<file path="config.mk">
export PLATFORM = sky130hd
export DESIGN_NAME = ghsa_ram
export DESIGN_NICKNAME = d
export VERILOG_FILES = /design/src/sv/generational_handle_slot_allocator_macros.svh /design/src/sv/ghsa_ram.sv
export SDC_FILE = /design/constraint.sdc
export NUM_CORES = 2
export LEC_CHECK = 0
export BUFFER_PORTS_ARGS = -buffer_cell sky130_fd_sc_hd__buf_2
export CORE_UTILIZATION = 57
export DETAILED_ROUTE_END_ITERATION = 10
export PLACE_DENSITY = 0.76
export RECOVER_POWER = 100
export SETUP_SLACK_MARGIN = 0.2
export SYNTH_ARGS = -nofsm -noshare
export SYNTH_HDL_FRONTEND = slang
export SYNTH_SLANG_ARGS = --single-unit
export TNS_END_PERCENT = 1
</file>
<file path="constraint.sdc">
create_clock -name clk -period 2.48 [get_ports clk]
set_clock_uncertainty 0.05 [all_clocks]
set_input_delay 0.248 -clock clk [delete_from_list [all_inputs] [get_ports clk]]
set_output_delay 0.248 -clock clk [all_outputs]
set_load 0.05 [all_outputs]
</file>
<file path="src/sv/generational_handle_slot_allocator_macros.svh">
// Assertion macros shared by the slot allocator RTL.
`ifndef GENERATIONAL_HANDLE_SLOT_ALLOCATOR_MACROS_SVH
`define GENERATIONAL_HANDLE_SLOT_ALLOCATOR_MACROS_SVH

// The consequent must hold in the same cycle as the antecedent.
`define GHSA_ASSERT_IMP(lbl, clk, rstn, ante, cons, msg) \
    lbl: assert property (@(posedge clk) disable iff (!(rstn)) (ante) |-> (cons)) \
        else $error(msg);

// The consequent must hold in the cycle after the antecedent.
`define GHSA_ASSERT_NXT(lbl, clk, rstn, ante, cons, msg) \
    lbl: assert property (@(posedge clk) disable iff (!(rstn)) (ante) |=> (cons)) \
        else $error(msg);

`endif

</file>
<file path="src/sv/ghsa_ram.sv">
// Simple dual-port synchronous RAM with a registered, holding read port.
`timescale 1ns / 1ps

module ghsa_ram #(
    parameter int DEPTH = 256,
    parameter int WIDTH = 8,
    localparam int AW = $clog2(DEPTH)
) (
    input  logic             clk,
    input  logic             we,
    input  logic [AW-1:0]    waddr,
    input  logic [WIDTH-1:0] wdata,
    input  logic             re,
    input  logic [AW-1:0]    raddr,
    output logic [WIDTH-1:0] rdata
);

    logic [WIDTH-1:0] mem [DEPTH];
    logic [WIDTH-1:0] rdata_reg;

    // Read data holds its value on cycles without a read.
    always_ff @(posedge clk) begin
        if (we) begin
            mem[waddr] <= wdata;
        end
        if (re) begin
            rdata_reg <= mem[raddr];
        end
    end

    assign rdata = rdata_reg;

endmodule
</file>
==> impl_results.md <==
* Clock H-tree levels at 4
* Synth area leader: edfxtp_1
* Share of layout cells above drive strength 1 at 26.1%
* Maximum vdd drop at 0.631 mV
* Die width at 376 um
* Post-synth EDFFs at between 2,000 and 2,500
* CP startpoint: waddr[0]
* Area occupied by multi-input gates at around 0.017 sq mm
* Fillers at 8,647
* GP Congestion at 0.906
* GRT Overall Usage at 28.7%
* Status: complete, but fails checks
* Vias at ~43,000
* Max-slew violation count at 510
* Starting density of the core at 57.7%
* Commonest non-fill, non-tap cell in the layout: edfxtp_1
* Setup violations, final at 30
* IO Count at 35
* Period utilization at 102%
* Synth cell types at 54
* Router iterations before antenna repair at 6
* PD cells at 773 mW/mm^2
* Final hold viol count at 0
* Crit end category: flop
* Reg-to-reg endpoint: rdata[2]
* Worst Path Class, Setup: in2reg
* #FFs+latches synth at 2,056
* Synth Net Count at 3,760
* Num CTS Buffers at just under 200
* Setup Buffers After CTS at 0
* Max reg flops at between 2,000 and 2,500
* Initial antenna violation count at 7
* Die Height at around 380 um
* CP arrival at 2.93 ns
* Req. time, crit path at between 2 and 3 ns
* Setup crit end: mem[233][7]
* # rows at 136
* Flop2flop setup slack at 0.02 ns
* Sequential standard cell area at 0.0617 sq mm
* Violated checks: max-capacitance violations, max-slew violations, negative setup slack
* Worst skew pair latency at around 0.84 ns
* Slew margin rel. at -75.5%
* Drt drc at 0
* Post-DRT Antenna Nets at 0
* Asr flop ratio synth at 0%
* Tightest Hold Check Type: in2reg
* Most frequent cells in the layout: 2,056 x edfxtp_1, 455 x mux4_2, 353 x clkbuf_1
* TritonCTS clock tree: built
* Area contributors post-synth: edfxtp_1 78%, mux4_2 13%, mux2i_1 1.7%
* Final Worst Setup Slack at -0.0440 ns
* DR iter-0 viols at 6,428
* Mapped Area at around 0.08 sq mm
* WL final at 201 mm
* Clock root cell: clkbuf_16
* Sink Count at 2,056
* Final nets at 4,456
* Final Hold Slack at ~0.18 ns
* Clock transition at the registers of the reported paths at 0.06 ns
* Buffers on Ports at 34
* Hpwl dp at 127 mm
* Seq/Total Area, Yosys at 77.5%
* WL per Instance at 31.1 um
* Hold_sp: waddr[1]
* Core area at 0.138 sq mm
* Die footprint at around 0.14 sq mm
* Gate Count Post-Synth at 3,733
* Global route overflow at 0
* Vias in the first global route at 42,300
* Leakage at 28.9 nW
* Worst reg2reg path depth at 8
* Top flip-flop cell by instance count after synthesis: edfxtp_1
* First-pass GRT wire length at 290 mm
* Placement Setup Slack at -1.16 ns
* Yosys top cell area share at 77.5%
* Crit path time final at 2.52 ns
* Largest net degree at the start of global routing at 97
* Vias per inst at 6.58
* FMAX at 396 MHz
* Critical path peak fanout at 8
* Area Overhead vs Synth at 15.4%
* RSZ-0062 raised after global routing: yes
* Clock Path Buffers at 3
* Worst Max-Slew Pin Slew at 2.63 ns
* Tot Pwr at 71.0 mW
* FF-to-FF Start: mem[139][2]
* Max Cap Violations at 8
* Yosys warning count at 0
* Mean area per synthesized cell at 21.3 sq um
* Critical path launch point type: primary input
==> Yosys cell counts, types with 5 or more instances <==
| cell type | count |
|---|---|
| edfxtp_1 | 2056 |
| mux4_2 | 454 |
| nor2_1 | 282 |
| mux2i_1 | 134 |
| a22oi_1 | 133 |
| clkbuf_1 | 111 |
| a21oi_1 | 96 |
| o221ai_1 | 46 |
| nand3_1 | 34 |
| nand2_1 | 33 |
| buf_2 | 31 |
| nor2b_1 | 31 |
| o22ai_1 | 28 |
| buf_4 | 27 |
| nor4_1 | 24 |
| buf_1 | 22 |
| nor3_1 | 22 |
| buf_6 | 21 |
| a211oi_1 | 16 |
| a221oi_1 | 13 |
| buf_8 | 13 |
| nand4_1 | 10 |
| o211ai_1 | 10 |
| o21ai_0 | 10 |
| a22o_1 | 8 |
| buf_12 | 8 |
| nand2b_1 | 8 |
| and2_1 | 6 |
| o22a_1 | 5 |
==> power by group <==
group / total, mW / internal, mW / switching [mW]
Combinational: 4.04 / 1.56 / 2.49
Sequential: 38.4 / 38.3 / 0.0588
Clock: 28.6 / 16.0 / 12.6
==> critical path, cell delays in order <==
cell	delay (ns)
clkbuf_1	0.47
nor2b_1	0.34
clkbuf_1	0.51
nand3_1	0.20
clkbuf_1	0.46
nor2_1	0.23
clkbuf_1	0.45
==> logic make-up (layout without fill, tap and decap cells) <==
group / after synthesis / in the layout / share of synthesized area [%]
AND/OR/NAND/NOR: 466 / 466 / 2.63
flip-flops: 2056 / 2056 / 77.5
AO/OA/AOI/OAI: 385 / 385 / 3.42
buffers and inverters: 235 / 1093 / 1.83
multiplexers: 591 / 591 / 14.6
other: 0 / 3 / 0
==> layout make-up <==
cell class / count / area share (%)
inverters: 2 / 0.00817
clock buffers: 241 / 5.52
flip-flops and latches: 2056 / 67.2
clock inverters: 117 / 1.09
repair buffers: 733 / 5.37
diodes: 3 / 0.00817
well taps: 1863 / 2.54
multi-input cells: 1442 / 18.3
==> metal layers <==
layer / track usage (%) / vias to the layer above / share of wire, %
met3: 7.22 / 467 / 13
met5: 0 / - / 0.041
met4: 10.3 / 12 / 3.9
li1: - / 17100 / -
met2: 44.3 / 3015 / 47
met1: 40.4 / 21900 / 36
==> timing repair <==
| action | CTS | global route |
|---|---|---|
| endpoints found under the setup margin | 8 | 8 |
| resized for setup | 29 | 22 |
| pin swaps | 4 | 5 |
| hold buffers | 7 | 0 |
| endpoints found under the hold margin | 210 | 0 |
==> through the flow <==
stage	cells	setup TNS [ns]	cell area [sq um]	util (%)
CTS	6454	0	93200	67.6
finish	6457	-0.462	91900	66.6
global placement	6089	-6.48	86900	63.0
floorplan	3733	0	79700	-
detailed placement	6089	-6.67	86900	63.0
global route	6454	-0.0224	91900	66.6
==> worst min-delay path by stage <==
stage	to	depth (start not counted)
final	mem[203][2]	4
after global placement	rdata[4]	1
after CTS	mem[155][4]	4
after floorplan	mem[0][0]	0
after detailed placement	rdata[4]	1
after global routing	mem[209][3]	4
Power figures use the tool's default switching activity.
